`src/rtl/mpsc_pkg.sv`:
```
// Package for the motor PI speed controller: opcodes, register indexes,
// reset values, stream widths and divider constants.
// No dependencies.
package mpsc_pkg;

  // Opcodes carried in s_axis_tuser
  typedef enum logic [1:0] {
    OP_SET_SPEED = 2'd0,
    OP_SET_DIR   = 2'd1,
    OP_STOP      = 2'd2,
    OP_UPDATE    = 2'd3
  } opcode_e;

  // Configuration register indexes
  localparam logic [1:0] REG_PROP_GAIN   = 2'd0;
  localparam logic [1:0] REG_INTEG_GAIN  = 2'd1;
  localparam logic [1:0] REG_START_POWER = 2'd2;
  localparam logic [1:0] REG_MIN_SPEED   = 2'd3;

  localparam logic [15:0] PROP_GAIN_RST   = 16'd1024;
  localparam logic [15:0] INTEG_GAIN_RST  = 16'd512;
  localparam logic [7:0]  START_POWER_RST = 8'd110;
  localparam logic [15:0] MIN_SPEED_RST   = 16'd256;

  localparam int CFG_IDX_W  = 2;
  localparam int CFG_DATA_W = 16;

  localparam int IN_TDATA_W  = 104;  // 97 field bits padded to bytes
  localparam int IN_TUSER_W  = 2;
  localparam int OUT_TDATA_W = 48;   // 44 field bits padded to bytes

  localparam logic [31:0] KICK_SLOTS = 32'd4;
  localparam logic [7:0]  DUTY_MAX   = 8'd255;

  // Integral accumulator: 48-bit signed, duty units in Q.16
  localparam int ACC_W = 48;
  localparam int PWR_W = 50;

  // Constant divider: microseconds to seconds, radix 2^16 digits.
  // For a partial p < 2^36: p / 1e6 = ((p >> 6) * DIV_RECIP) >> 44,
  // since 1e6 = 64 * 15625 and DIV_RECIP = ceil(2^44 / 15625).
  localparam int          DIV_NUM_W       = 64;
  localparam int          DIV_QUO_W       = 45;
  localparam int          DIV_REM_W       = 20;
  localparam int          DIV_DIG_W       = 16;
  localparam int          DIV_CNT_W       = 3;   // 4 digits, 2 products each
  localparam int          DIV_PRE_SHIFT   = 6;
  localparam int          DIV_RECIP_SHIFT = 44;
  localparam logic [31:0] DIV_RECIP       = 32'd1125899907;
  localparam logic [DIV_REM_W-1:0] US_PER_SECOND = 20'd1000000;

endpackage

```
`src/rtl/mpsc_div.sv`:
```
// Divider by the constant one million in radix 2^16: each quotient digit is
// estimated by a reciprocal product and its remainder found by a back product,
// both on the caller's shared multiplier. Depends on mpsc_pkg.
module mpsc_div (
  input  logic                           clk_i,
  input  logic                           rst_ni,
  input  logic                           start_i,
  input  logic [mpsc_pkg::DIV_NUM_W-1:0] dividend_i,
  output logic [31:0]                    mul_a_o,
  output logic [31:0]                    mul_b_o,
  input  logic [63:0]                    mul_p_i,
  output logic                           done_o,
  output logic [mpsc_pkg::DIV_QUO_W-1:0] quotient_o
);
  import mpsc_pkg::*;

  logic                           busy_q, busy_d;
  logic                           done_q, done_d;
  logic [DIV_CNT_W-1:0]           cnt_q, cnt_d;
  logic [DIV_NUM_W-1:0]           num_q, num_d;
  logic [DIV_REM_W-1:0]           rem_q, rem_d;
  logic [DIV_DIG_W-1:0]           dig_q, dig_d;
  logic [DIV_QUO_W-1:0]           quo_q, quo_d;
  logic [DIV_REM_W+DIV_DIG_W-1:0] part;

  always_comb begin
    // running remainder with the next dividend digit appended
    part    = {rem_q, num_q[DIV_NUM_W-1 -: DIV_DIG_W]};
    busy_d  = busy_q;
    done_d  = 1'b0;
    cnt_d   = cnt_q;
    num_d   = num_q;
    rem_d   = rem_q;
    dig_d   = dig_q;
    quo_d   = quo_q;
    mul_a_o = '0;
    mul_b_o = '0;
    if (busy_q) begin
      if (!cnt_q[0]) begin
        mul_a_o = 32'(part[DIV_REM_W+DIV_DIG_W-1:DIV_PRE_SHIFT]);
        mul_b_o = DIV_RECIP;
      end else begin
        mul_a_o = 32'(dig_q);
        mul_b_o = 32'(US_PER_SECOND);
      end
    end
    if (start_i) begin
      busy_d = 1'b1;
      cnt_d  = '0;
      num_d  = dividend_i;
      rem_d  = '0;
    end else if (busy_q) begin
      cnt_d = cnt_q + 1'b1;
      if (!cnt_q[0]) begin
        dig_d = mul_p_i[DIV_RECIP_SHIFT +: DIV_DIG_W];
      end else begin
        // true remainder is below 2^20, so the low bits suffice
        rem_d = part[DIV_REM_W-1:0] - mul_p_i[DIV_REM_W-1:0];
        quo_d = {quo_q[DIV_QUO_W-DIV_DIG_W-1:0], dig_q};
        num_d = {num_q[DIV_NUM_W-DIV_DIG_W-1:0], {DIV_DIG_W{1'b0}}};
        if (cnt_q == {DIV_CNT_W{1'b1}}) begin
          busy_d = 1'b0;
          done_d = 1'b1;
        end
      end
    end
  end

  always_ff @(posedge clk_i or negedge rst_ni) begin
    if (!rst_ni) begin
      busy_q <= 1'b0;
      done_q <= 1'b0;
      cnt_q  <= '0;
    end else begin
      busy_q <= busy_d;
      done_q <= done_d;
      cnt_q  <= cnt_d;
    end
  end

  always_ff @(posedge clk_i) begin
    num_q <= num_d;
    rem_q <= rem_d;
    dig_q <= dig_d;
    quo_q <= quo_d;
  end

  assign done_o     = done_q;
  assign quotient_o = quo_q;

endmodule

```
`src/rtl/motor_pi_speed_controller_unit.sv`:
```
// Top level of the motor PI speed controller with kick-start: stream ports,
// configuration registers, sequencer and one shared multiplier.
// Depends on mpsc_pkg and mpsc_div.
//
// Channel   Direction  Handshake             Contents
// s_axis    in         tvalid/tready         tuser: opcode; tdata: command item
// m_axis    out        tvalid/tready         tdata: result item
// cfg       in         cfg_we_i, no wait     cfg_idx_i selects, cfg_data_i value
//
// Sequence: set speed, set direction, stop, zero-target update and kick-start
// update go from decode straight to output load. A PI update runs two passes
// through the shared 32x32 multiplier, the divider by one million (four 16-bit
// digits, each a reciprocal and a back product on the same multiplier, plus
// the done flag), integral step, proportional product, power sum and output
// load; output load waits while a result in the output register is untaken.
// The input is ready only when the sequencer is idle; a result waiting in the
// output register does not block acceptance of the next item.
// Reset is asynchronous and active low; all control state and the controller
// state clear at once, config registers take their defaults.
module motor_pi_speed_controller_unit (
  input  logic                              clk_i,
  input  logic                              rst_ni,
  // tdata: target_speed[15:0], go_backward[16], measured_speed[32:17],
  //        slot_count[64:33], now_us[96:65], zero pad
  input  logic                              s_axis_tvalid,
  output logic                              s_axis_tready,
  input  logic [mpsc_pkg::IN_TDATA_W-1:0]   s_axis_tdata,
  // tuser: opcode[1:0]
  input  logic [mpsc_pkg::IN_TUSER_W-1:0]   s_axis_tuser,
  // tdata: duty[7:0], duty_written[8], pins_off[9], backward[10],
  //        kick_phase[11], saturated_us[43:12], zero pad
  output logic                              m_axis_tvalid,
  input  logic                              m_axis_tready,
  output logic [mpsc_pkg::OUT_TDATA_W-1:0]  m_axis_tdata,
  input  logic                              cfg_we_i,
  input  logic [mpsc_pkg::CFG_IDX_W-1:0]    cfg_idx_i,
  input  logic [mpsc_pkg::CFG_DATA_W-1:0]   cfg_data_i
);
  import mpsc_pkg::*;

  // Sequencer states
  localparam logic [3:0] ST_IDLE   = 4'd0;
  localparam logic [3:0] ST_DECODE = 4'd1;
  localparam logic [3:0] ST_MUL1   = 4'd2;  // integ_gain * |e|
  localparam logic [3:0] ST_MUL2   = 4'd3;  // * dt, launch divider
  localparam logic [3:0] ST_DIV    = 4'd4;  // divider owns the multiplier
  localparam logic [3:0] ST_INTEG  = 4'd5;
  localparam logic [3:0] ST_PMUL   = 4'd6;  // prop_gain * |e|
  localparam logic [3:0] ST_POWER  = 4'd7;
  localparam logic [3:0] ST_EMIT   = 4'd8;

  localparam logic signed [PWR_W-1:0] SAT_LEVEL = PWR_W'({DUTY_MAX, 16'd0});

  logic [3:0] state_q, state_d;

  // Configuration
  logic [15:0] prop_gain_q, integ_gain_q, min_speed_q;
  logic [7:0]  start_power_q;

  // Controller state
  logic [15:0]      target_q, target_d;
  logic [31:0]      kick_until_q, kick_until_d;
  logic [ACC_W-1:0] acc_q, acc_d;
  logic [31:0]      last_us_q, last_us_d;
  logic [31:0]      sat_q, sat_d;
  logic             dir_q, dir_d;

  // Latched item
  logic [1:0]  op_q;
  logic [15:0] tgt_q, meas_q;
  logic        back_q;
  logic [31:0] slots_q, now_q;

  // Working registers
  logic [15:0] mag_q, mag_d;
  logic        eneg_q, eneg_d;
  logic [31:0] dt_q, dt_d;
  logic [31:0] prod_q, prod_d;

  // Result fields
  logic [7:0] duty_q, duty_d;
  logic       wr_q, wr_d, off_q, off_d, kick_q, kick_d;

  logic                   out_valid_q, out_valid_d;
  logic [OUT_TDATA_W-1:0] out_data_q, out_data_d;

  // Shared multiplier
  logic [31:0] mul_a, mul_b;
  logic [63:0] mul_out;

  // Divider
  logic                 div_start;
  logic                 div_done;
  logic [DIV_QUO_W-1:0] div_quo;
  logic [31:0]          div_mul_a, div_mul_b;

  // Arithmetic temporaries
  logic signed [ACC_W:0]   acc_sum;
  logic signed [32:0]      pe;
  logic signed [PWR_W-1:0] power;
  logic [32:0]             sat_sum;
  logic                    in_take;
  logic                    out_free;

  assign s_axis_tready = (state_q == ST_IDLE);
  assign in_take       = s_axis_tvalid && s_axis_tready;
  assign out_free      = !out_valid_q || m_axis_tready;

  always_comb begin
    unique case (state_q)
      ST_MUL1: begin
        mul_a = {16'd0, integ_gain_q};
        mul_b = {16'd0, mag_q};
      end
      ST_MUL2: begin
        mul_a = prod_q;
        mul_b = dt_q;
      end
      ST_DIV: begin
        mul_a = div_mul_a;
        mul_b = div_mul_b;
      end
      ST_PMUL: begin
        mul_a = {16'd0, prop_gain_q};
        mul_b = {16'd0, mag_q};
      end
      default: begin
        mul_a = '0;
        mul_b = '0;
      end
    endcase
  end

  assign mul_out   = 64'(mul_a) * 64'(mul_b);
  assign div_start = (state_q == ST_MUL2);

  mpsc_div u_div (
    .clk_i      (clk_i),
    .rst_ni     (rst_ni),
    .start_i    (div_start),
    .dividend_i (mul_out),
    .mul_a_o    (div_mul_a),
    .mul_b_o    (div_mul_b),
    .mul_p_i    (mul_out),
    .done_o     (div_done),
    .quotient_o (div_quo)
  );

  always_comb begin
    state_d      = state_q;
    target_d     = target_q;
    kick_until_d = kick_until_q;
    acc_d        = acc_q;
    last_us_d    = last_us_q;
    sat_d        = sat_q;
    dir_d        = dir_q;
    mag_d        = mag_q;
    eneg_d       = eneg_q;
    dt_d         = dt_q;
    prod_d       = prod_q;
    duty_d       = duty_q;
    wr_d         = wr_q;
    off_d        = off_q;
    kick_d       = kick_q;
    out_valid_d  = out_valid_q;
    out_data_d   = out_data_q;

    // integral step with 48-bit signed saturation
    if (eneg_q) begin
      acc_sum = {acc_q[ACC_W-1], acc_q} - (ACC_W+1)'(div_quo);
    end else begin
      acc_sum = {acc_q[ACC_W-1], acc_q} + (ACC_W+1)'(div_quo);
    end

    pe      = eneg_q ? -$signed({1'b0, prod_q}) : $signed({1'b0, prod_q});
    power   = PWR_W'($signed(acc_q)) + PWR_W'(pe);
    sat_sum = {1'b0, sat_q} + {1'b0, dt_q};

    if (m_axis_tready) begin
      out_valid_d = 1'b0;
    end

    unique case (state_q)
      ST_IDLE: begin
        if (in_take) begin
          state_d = ST_DECODE;
        end
      end
      ST_DECODE: begin
        duty_d  = '0;
        wr_d    = 1'b0;
        off_d   = 1'b0;
        kick_d  = 1'b0;
        state_d = ST_EMIT;
        unique case (opcode_e'(op_q))
          OP_SET_SPEED: begin
            if (tgt_q < min_speed_q) begin
              target_d = '0;
              off_d    = 1'b1;
            end else begin
              // restart from a stop: arm kick-start, preload integral
              if (target_q < min_speed_q) begin
                kick_until_d = slots_q + KICK_SLOTS;
                acc_d        = ACC_W'({start_power_q, 16'd0});
              end
              target_d = tgt_q;
            end
          end
          OP_SET_DIR: begin
            if (back_q != dir_q) begin
              target_d = '0;
              off_d    = 1'b1;
              dir_d    = back_q;
            end
          end
          OP_STOP: begin
            target_d = '0;
            off_d    = 1'b1;
          end
          OP_UPDATE: begin
            if (target_q != '0) begin
              wr_d = 1'b1;
              if (kick_until_q > slots_q) begin
                duty_d = start_power_q;
                kick_d = 1'b1;
              end else begin
                eneg_d    = (meas_q > target_q);
                mag_d     = (meas_q > target_q) ? (meas_q - target_q)
                                                : (target_q - meas_q);
                dt_d      = now_q - last_us_q;
                last_us_d = now_q;
                state_d   = ST_MUL1;
              end
            end
          end
        endcase
      end
      ST_MUL1: begin
        prod_d  = mul_out[31:0];
        state_d = ST_MUL2;
      end
      ST_MUL2: begin
        state_d = ST_DIV;
      end
      ST_DIV: begin
        if (div_done) begin
          state_d = ST_INTEG;
        end
      end
      ST_INTEG: begin
        if (acc_sum[ACC_W] != acc_sum[ACC_W-1]) begin
          acc_d = acc_sum[ACC_W] ? {1'b1, {(ACC_W-1){1'b0}}} : {1'b0, {(ACC_W-1){1'b1}}};
        end else begin
          acc_d = acc_sum[ACC_W-1:0];
        end
        state_d = ST_PMUL;
      end
      ST_PMUL: begin
        prod_d  = mul_out[31:0];
        state_d = ST_POWER;
      end
      ST_POWER: begin
        if (power >= SAT_LEVEL) begin
          sat_d  = sat_sum[32] ? 32'hFFFF_FFFF : sat_sum[31:0];
          duty_d = DUTY_MAX;
        end else if (power < 0) begin
          duty_d = '0;
        end else begin
          duty_d = power[23:16];
        end
        state_d = ST_EMIT;
      end
      ST_EMIT: begin
        if (out_free) begin
          out_valid_d = 1'b1;
          out_data_d  = {4'd0, sat_q, kick_q, dir_q, off_q, wr_q, duty_q};
          state_d     = ST_IDLE;
        end
      end
      default: begin
        state_d = ST_IDLE;
      end
    endcase
  end

  // Control and controller state
  always_ff @(posedge clk_i or negedge rst_ni) begin
    if (!rst_ni) begin
      state_q       <= ST_IDLE;
      prop_gain_q   <= PROP_GAIN_RST;
      integ_gain_q  <= INTEG_GAIN_RST;
      start_power_q <= START_POWER_RST;
      min_speed_q   <= MIN_SPEED_RST;
      target_q      <= '0;
      kick_until_q  <= '0;
      acc_q         <= '0;
      last_us_q     <= '0;
      sat_q         <= '0;
      dir_q         <= 1'b0;
      out_valid_q   <= 1'b0;
    end else begin
      state_q      <= state_d;
      target_q     <= target_d;
      kick_until_q <= kick_until_d;
      acc_q        <= acc_d;
      last_us_q    <= last_us_d;
      sat_q        <= sat_d;
      dir_q        <= dir_d;
      out_valid_q  <= out_valid_d;
      if (cfg_we_i) begin
        unique case (cfg_idx_i)
          REG_PROP_GAIN:   prop_gain_q   <= cfg_data_i;
          REG_INTEG_GAIN:  integ_gain_q  <= cfg_data_i;
          REG_START_POWER: start_power_q <= cfg_data_i[7:0];
          REG_MIN_SPEED:   min_speed_q   <= cfg_data_i;
          default: ;
        endcase
      end
    end
  end

  // Payload registers
  always_ff @(posedge clk_i) begin
    if (in_take) begin
      op_q    <= s_axis_tuser;
      tgt_q   <= s_axis_tdata[15:0];
      back_q  <= s_axis_tdata[16];
      meas_q  <= s_axis_tdata[32:17];
      slots_q <= s_axis_tdata[64:33];
      now_q   <= s_axis_tdata[96:65];
    end
    mag_q      <= mag_d;
    eneg_q     <= eneg_d;
    dt_q       <= dt_d;
    prod_q     <= prod_d;
    duty_q     <= duty_d;
    wr_q       <= wr_d;
    off_q      <= off_d;
    kick_q     <= kick_d;
    out_data_q <= out_data_d;
  end

  assign m_axis_tvalid = out_valid_q;
  assign m_axis_tdata  = out_data_q;

endmodule

```
`config.mk`:
```
export PLATFORM = sky130hd
export DESIGN_NAME = motor_pi_speed_controller_unit
export DESIGN_NICKNAME = d
export VERILOG_FILES = /design/src/rtl/mpsc_pkg.sv /design/src/rtl/mpsc_div.sv /design/src/rtl/motor_pi_speed_controller_unit.sv
export SDC_FILE = /design/constraint.sdc
export NUM_CORES = 2
export LEC_CHECK = 0
export BUFFER_PORTS_ARGS = -buffer_cell sky130_fd_sc_hd__buf_2
export CORE_ASPECT_RATIO = 0.6
export CORE_MARGIN = 2
export CORE_UTILIZATION = 45
export CTS_CLUSTER_DIAMETER = 50
export DETAILED_ROUTE_END_ITERATION = 8
export HOLD_SLACK_MARGIN = 0.1
export SYNTH_ARGS = -nofsm -noshare
export SYNTH_HDL_FRONTEND = slang
export SYNTH_SLANG_ARGS = --single-unit
```
`constraint.sdc`:
```
create_clock -name clk_i -period 12.1 [get_ports clk_i]
set_input_delay 1.815 -clock clk_i [delete_from_list [all_inputs] [get_ports clk_i]]
set_output_delay 1.815 -clock clk_i [all_outputs]
set_load 0.02 [all_outputs]
```
* After elaboration in Yosys (flattened, before gate mapping)
Cells that the tools add are included.
** Word-level totals
- Register bits :: 607
- Logic and storage cells :: 163
- Bits of input ports :: 129
- Output and inout port bits :: 50
** Cells by class
- Multiplexer cells :: 53
- $mul :: 1
- Reductions and logical operators :: 30
- Eq/ne operators :: 24
- Magnitude comparators :: 6
- Bitwise logic cells :: 4
- Add/subtract/negate cells :: 11
** Operators by type and width (count)
- $mux 48 :: 5
- $mux 64 :: 3
- $pmux 32 s4 :: 1
- $pmux 32 s3 :: 1
- $pmux 48 s2 :: 1
- $mul 32x32->64 :: 1
- $mux 32 :: 2
- $mux 30 :: 2
- $add 48x33->49 :: 1
- $add 48x46->49 :: 1
- $ge 49x25->1 const B :: 1
- $lt 49x1->1 const B :: 1
- $mux 49 :: 1
- $sub 48x46->49 :: 1
- $mux 16 :: 3
- $pmux 16 s3 :: 1
- $mux 8 :: 5
- $pmux 4 s9 :: 1
- $add 32x32->33 :: 1
- $mux 33 :: 1
- $neg 32->33 :: 1
- $add 32x3->32 const B :: 1
- $gt 32x32->1 :: 1
- $lt 16x16->1 :: 2
- 34 further kinds :: 90

* Logic depth before layout (Yosys ltp)
- Depth in word-level cells :: 7
- Depth in mapped cells :: 37
- Mapped depth without buffers :: 34

* Modules after synthesis
From an unflattened synthesis, not the netlist that was laid out.
** Unflattened totals
- Cells, all modules :: 7269
- Area, all modules :: 69392.8 um^2
** By module, submodules not included
- motor_pi_speed_controller_unit :: instances 1, seq. area each 12622.1 um^2, area each 62235.9 um^2, cells an instance 6714
- mpsc_div :: instances 1, seq. area each 4279.1 um^2, area each 7156.9 um^2, cells an instance 555

* Worst setup path before layout
No wires, ideal clock.
- Path kind :: register to register
- Start point :: reg state_q[1]
- End point :: reg u_div.num_q[56], data pin
- Arrival :: 9.447 ns
- Setup slack :: 2.393 ns
- Stages on the path, launching flop included :: 35
- Library setup time :: 0.260 ns
- Buffers on the path :: 4
- Data required time :: 11.840 ns
- Path through :: dfrtp_1 > clkbuf_1 > nand2b_1 > nor2_1 > clkbuf_1 > buf_1 > a22o_1 > clkbuf_1 > nand2_1 > fa_1 > fa_1 > inv_1 > fa_1 > inv_1 > fa_1 > inv_1 > fa_1 > fa_1 > fa_1 > inv_1 > fa_1 > inv_1 > ha_1 > a21o_1 > a21o_1 > a21oi_1 > o211ai_1 > and3_1 > o21ai_0 > and3_1 > o21bai_1 > a21o_1 > a221o_1 > xor2_1 > mux2_2
** Between the ends
- Cells in the longest elaborated chain, start to end :: 5
- Elaborated cells between the ends (all ways) :: 9
** Ends and longest elaborated chain
- from (decl) :: line motor_pi_speed_controller_unit.sv:54 : logic [3:0] state_q, state_d;
- from (signal assigned) :: line motor_pi_speed_controller_unit.sv:302 : state_q <= state_d;
- $eq 4x3->1 / $eq 4x2->1 (equally long branches) :: line motor_pi_speed_controller_unit.sv:110 : unique case (state_q)
- $reduce_or 2->1 (no line)
- $pmux 32 s3 :: line motor_pi_speed_controller_unit.sv:110
- $mul 32x32->64 * :: line motor_pi_speed_controller_unit.sv:134 : assign mul_out = 64'(mul_a) * 64'(mul_b);
- via mul_out[56] :: line motor_pi_speed_controller_unit.sv:89 : logic [63:0] mul_out;
- $mux 64 * :: line mpsc_div.sv:47 : if (start_i) begin
- via u_div.num_d[56] :: line mpsc_div.sv:20 : logic [DIV_NUM_W-1:0] num_q, num_d;
- to (signal assigned) :: line mpsc_div.sv:82 : num_q <= num_d;
- to (decl) :: line mpsc_div.sv:20
Mark *: on every way through the listed nets, which the timed path passes. The rest lies on a longest branch.
A chain may end at the register's enable or synchronous reset.

* Worst setup path in the final report
- Start point :: reg state_q[2]
- End point :: reg u_div.num_q[58], data pin
Same word-level chain as after synthesis.

==> impl_results.md <==
- Status: completed
- Setup Slack @ Placement: 1.18 ns
- Port bufs: 167
- Core Area: 0.150 sq mm
- Via Count: 53.2k
- Antenna-violating nets left: 0
- GRT Overall Usage: 0.298
- Hold Startpoint: duty_q[6]$_DFFE_PP_
- Sequential share of the synthesized area: 0.249
- Vias per std cell: 5.76
- Worst-skew pair later-pin latency: 0.66 ns
- Setup WS post-layout: 0.852 ns
- Post-DP HPWL: 183000 microns
- Post-CTS Setup Bufs: 0
- Synthesized flop and latch total: 607
- Worst Setup SP: state_q[2]$_DFFE_PN0P_
- Critical Path RT: 12.63 ns
- Fillers: 14.2k
- Initial Util: 0.453
- Clock skew: 0.0501 ns
- Max cap viols: 0
- Reg clk slew, reported paths: 0.07 ns
- Worst flop-to-flop path startpoint: state_q[2]$_DFFE_PN0P_
- Main synth FF type: edfxtp_1
- Die area: 0.154 sq mm
- Grt ovf: 0
- Synth Area per Inst: 9.60 sq um
- Crit-path max FO: 23
- CTS HTree Levels: 3
- Global-route wire length before repair: 343000 microns
- DRT Pass-1 Iters: 9
- Placed cell areas: 0.0717 sq mm
- Worst R2R Setup Slack: 0.85 ns
- 1st-iter DRT viols: 6091
- Num CTS Buffers: 66
- Post-cts resize count: 0
- Worst path arrival time: 11.77 ns
- DIE HEIGHT: 305 microns
- Setup TNS: 0 ns
- Final-report hold violation count: 0
- Worst min-delay path class: reg -> reg
- Final worst-path cycle share: 0.930
- Wire per inst: 24.7 microns
- Antenna violations before repair: 12
- Fin nets: 8735
- Die Span X: 505 microns
- IO Pins: 179
- Top cells by area, synth: fa_1, edfxtp_1, ha_1
- Ys async rst share: 0.374
- CTS Sinks: 607
- Most common cell after layout, fill and taps aside: inv_1
- Critical-path top delay cell: a221o_1
- Post-synthesis cell count: 7062
- GP Congestion: 0.994
- # DRC: 0
- # setup viols final: 0
- CP Capture Type: flop
- Worst R2R End: u_div.num_q[58]$_DFFE_PP_
- Root Buffer: clkbuf_16
- Most frequent cells in the layout: inv_1, fa_1, nand2_1, nor2_1, ha_1
- Unique cell type count in the Yosys netlist: 94
- Final WL: 228000 microns
- Largest area contributor in the netlist: fa_1
- Vias in the first global route: 52.5k
- Minimum clock period: 11.25 ns
- Post-synth top area share: 0.267
- CP most frequent cell: fa_1
- CTS Buffer Depth: 3
- Critical path startpoint category: flop
- CTS tree: built
- Headroom to the max-slew limit: 0.135
- Max Slew Vio Count: 0
- Max Freq: 0.0889 GHz
- PnR Total Power: 14.0 mW
- WS Path Type: reg -> reg
- Std cell rows: 110
- CTS Hold Bufs: 0
- WHS: 0.420 ns
- Ratio of cells with drive above 1 in the final layout: 0.0933
- Multi-input logic area: 0.0460 sq mm
- Post-synth EDFFs: 360
- Flip-flop and latch area: 0.0169 sq mm
- Synth Warn #: 0
- Worst reg-to-reg path cell count: 30
- Power per Cell Area: 189 mW/mm^2
- Crit-path max cell delay: 1.05 ns
- Layout area overhead: 8.92%
- Synthesized cell area: 0.0678 sq mm
- Final instance area: 0.0739 sq mm
- Pin count of the biggest net entering global routing: 107
- Crit path capture: u_div.num_q[58]$_DFFE_PP_
- P_leak: 34.5 nW
- Unrepaired setup endpoints after global routing: false
- Peak VDD IR: 0.190 mV
- Slew @ Worst Pin: 1.29 ns
state kept, by name, summed over array words and instances (netlist names), 44 cells and up:
signal / cells
acc_q: 48
m_axis_tdata: 44
u_div.num_q: 64
u_div.quotient_o: 45
where the power goes:
group          internal, mW  switching (mW)
logic                  2.80            5.34
clock network          1.16           0.933
registers              3.07           0.667
total                  7.02            6.94
worst max-delay path, delay by kind of cell (launching register included):
family | cells | cell delay [ns]
XOR/XNOR | 1 | 0.48
multiplexers | 1 | 0.26
AND/OR/NAND/NOR | 11 | 3.31
adder cells (fa/ha/maj) | 9 | 4.45
flip-flops | 1 | 0.58
AO/OA/AOI/OAI | 2 | 1.33
buffers and inverters | 6 | 0.66
per-stage QoR:
step | std cells | util
3_3_place_gp | 9109 | 0.478
4_1_cts | 9230 | 0.493
3_5_place_dp | 9109 | 0.478
5_1_grt | 9232 | 0.493
6_report | 9237 | 0.493
2_1_floorplan | 7065 | -
cell usage after synthesis (18+ instances only):
cell type and instances:
mux2_2 134, nor2b_1 34, clkbuf_1 278, and2_1 33
xnor2_1 222, a221o_1 63, dfxtp_1 20, nand2b_1 46
a22oi_1 42, nor2_1 709, o31ai_1 21, nand3_1 59
o21ai_0 197, edfxtp_1 360, ha_1 542, o211ai_1 25
nor4_1 23, a221oi_1 36, a21o_1 158, nand4_1 51
nand2_1 854, a22o_1 38, a211oi_1 36, a21oi_1 284
nor3_1 59, and3_1 52, dfrtp_1 219, a31oi_1 20
o21a_1 35, xor2_1 90, buf_1 18, fa_1 903
o21bai_1 41, inv_1 1098
routing by layer:
metal,global-route usage,part of all wire
met1,0.473,0.47
met2,0.381,0.37
met3,0.104,0.13
met4,0.0648,0.022
met5,0,0.00013
cell families (layout without fill, tap and decap cells):
kind of cell             count (synthesis)  after routing  synth area share
multiplexers                           153            153            0.0251
AND/OR/NAND/NOR                       2013           2013             0.128
AO/OA/AOI/OAI                         1120           1120             0.111
other                                    1             11         0.0000553
flip-flops                             607            607             0.249
adder cells (fa/ha/maj)               1448           1448             0.367
buffers and inverters                 1408           1557            0.0788
XOR/XNOR                               312            312            0.0403
worst min path at each step:
stage,end,cells past startpoint,slack (ns)
after floorplan,m_axis_tdata[0]$_DFFE_PP_,0,0.40
after global placement,m_axis_tdata[11]$_DFFE_PP_,0,0.40
after detailed placement,m_axis_tdata[9]$_DFFE_PP_,0,0.41
after CTS,m_axis_tdata[9]$_DFFE_PP_,0,0.42
after global routing,m_axis_tdata[9]$_DFFE_PP_,0,0.43
final,m_axis_tdata[6]$_DFFE_PP_,0,0.42
cell type report:
type | count | share of cell area
Tap cell | 2016 | 0.0341
Multi-Input combinational cell | 5050 | 0.622
Clock buffer | 84 | 0.0241
Inverter | 1099 | 0.0558
Antenna cell | 7 | 0.000237
Sequential cell | 607 | 0.229
Clock inverter | 37 | 0.00572
Timing Repair Buffer | 337 | 0.0291
Power figures use the tool's default switching activity.
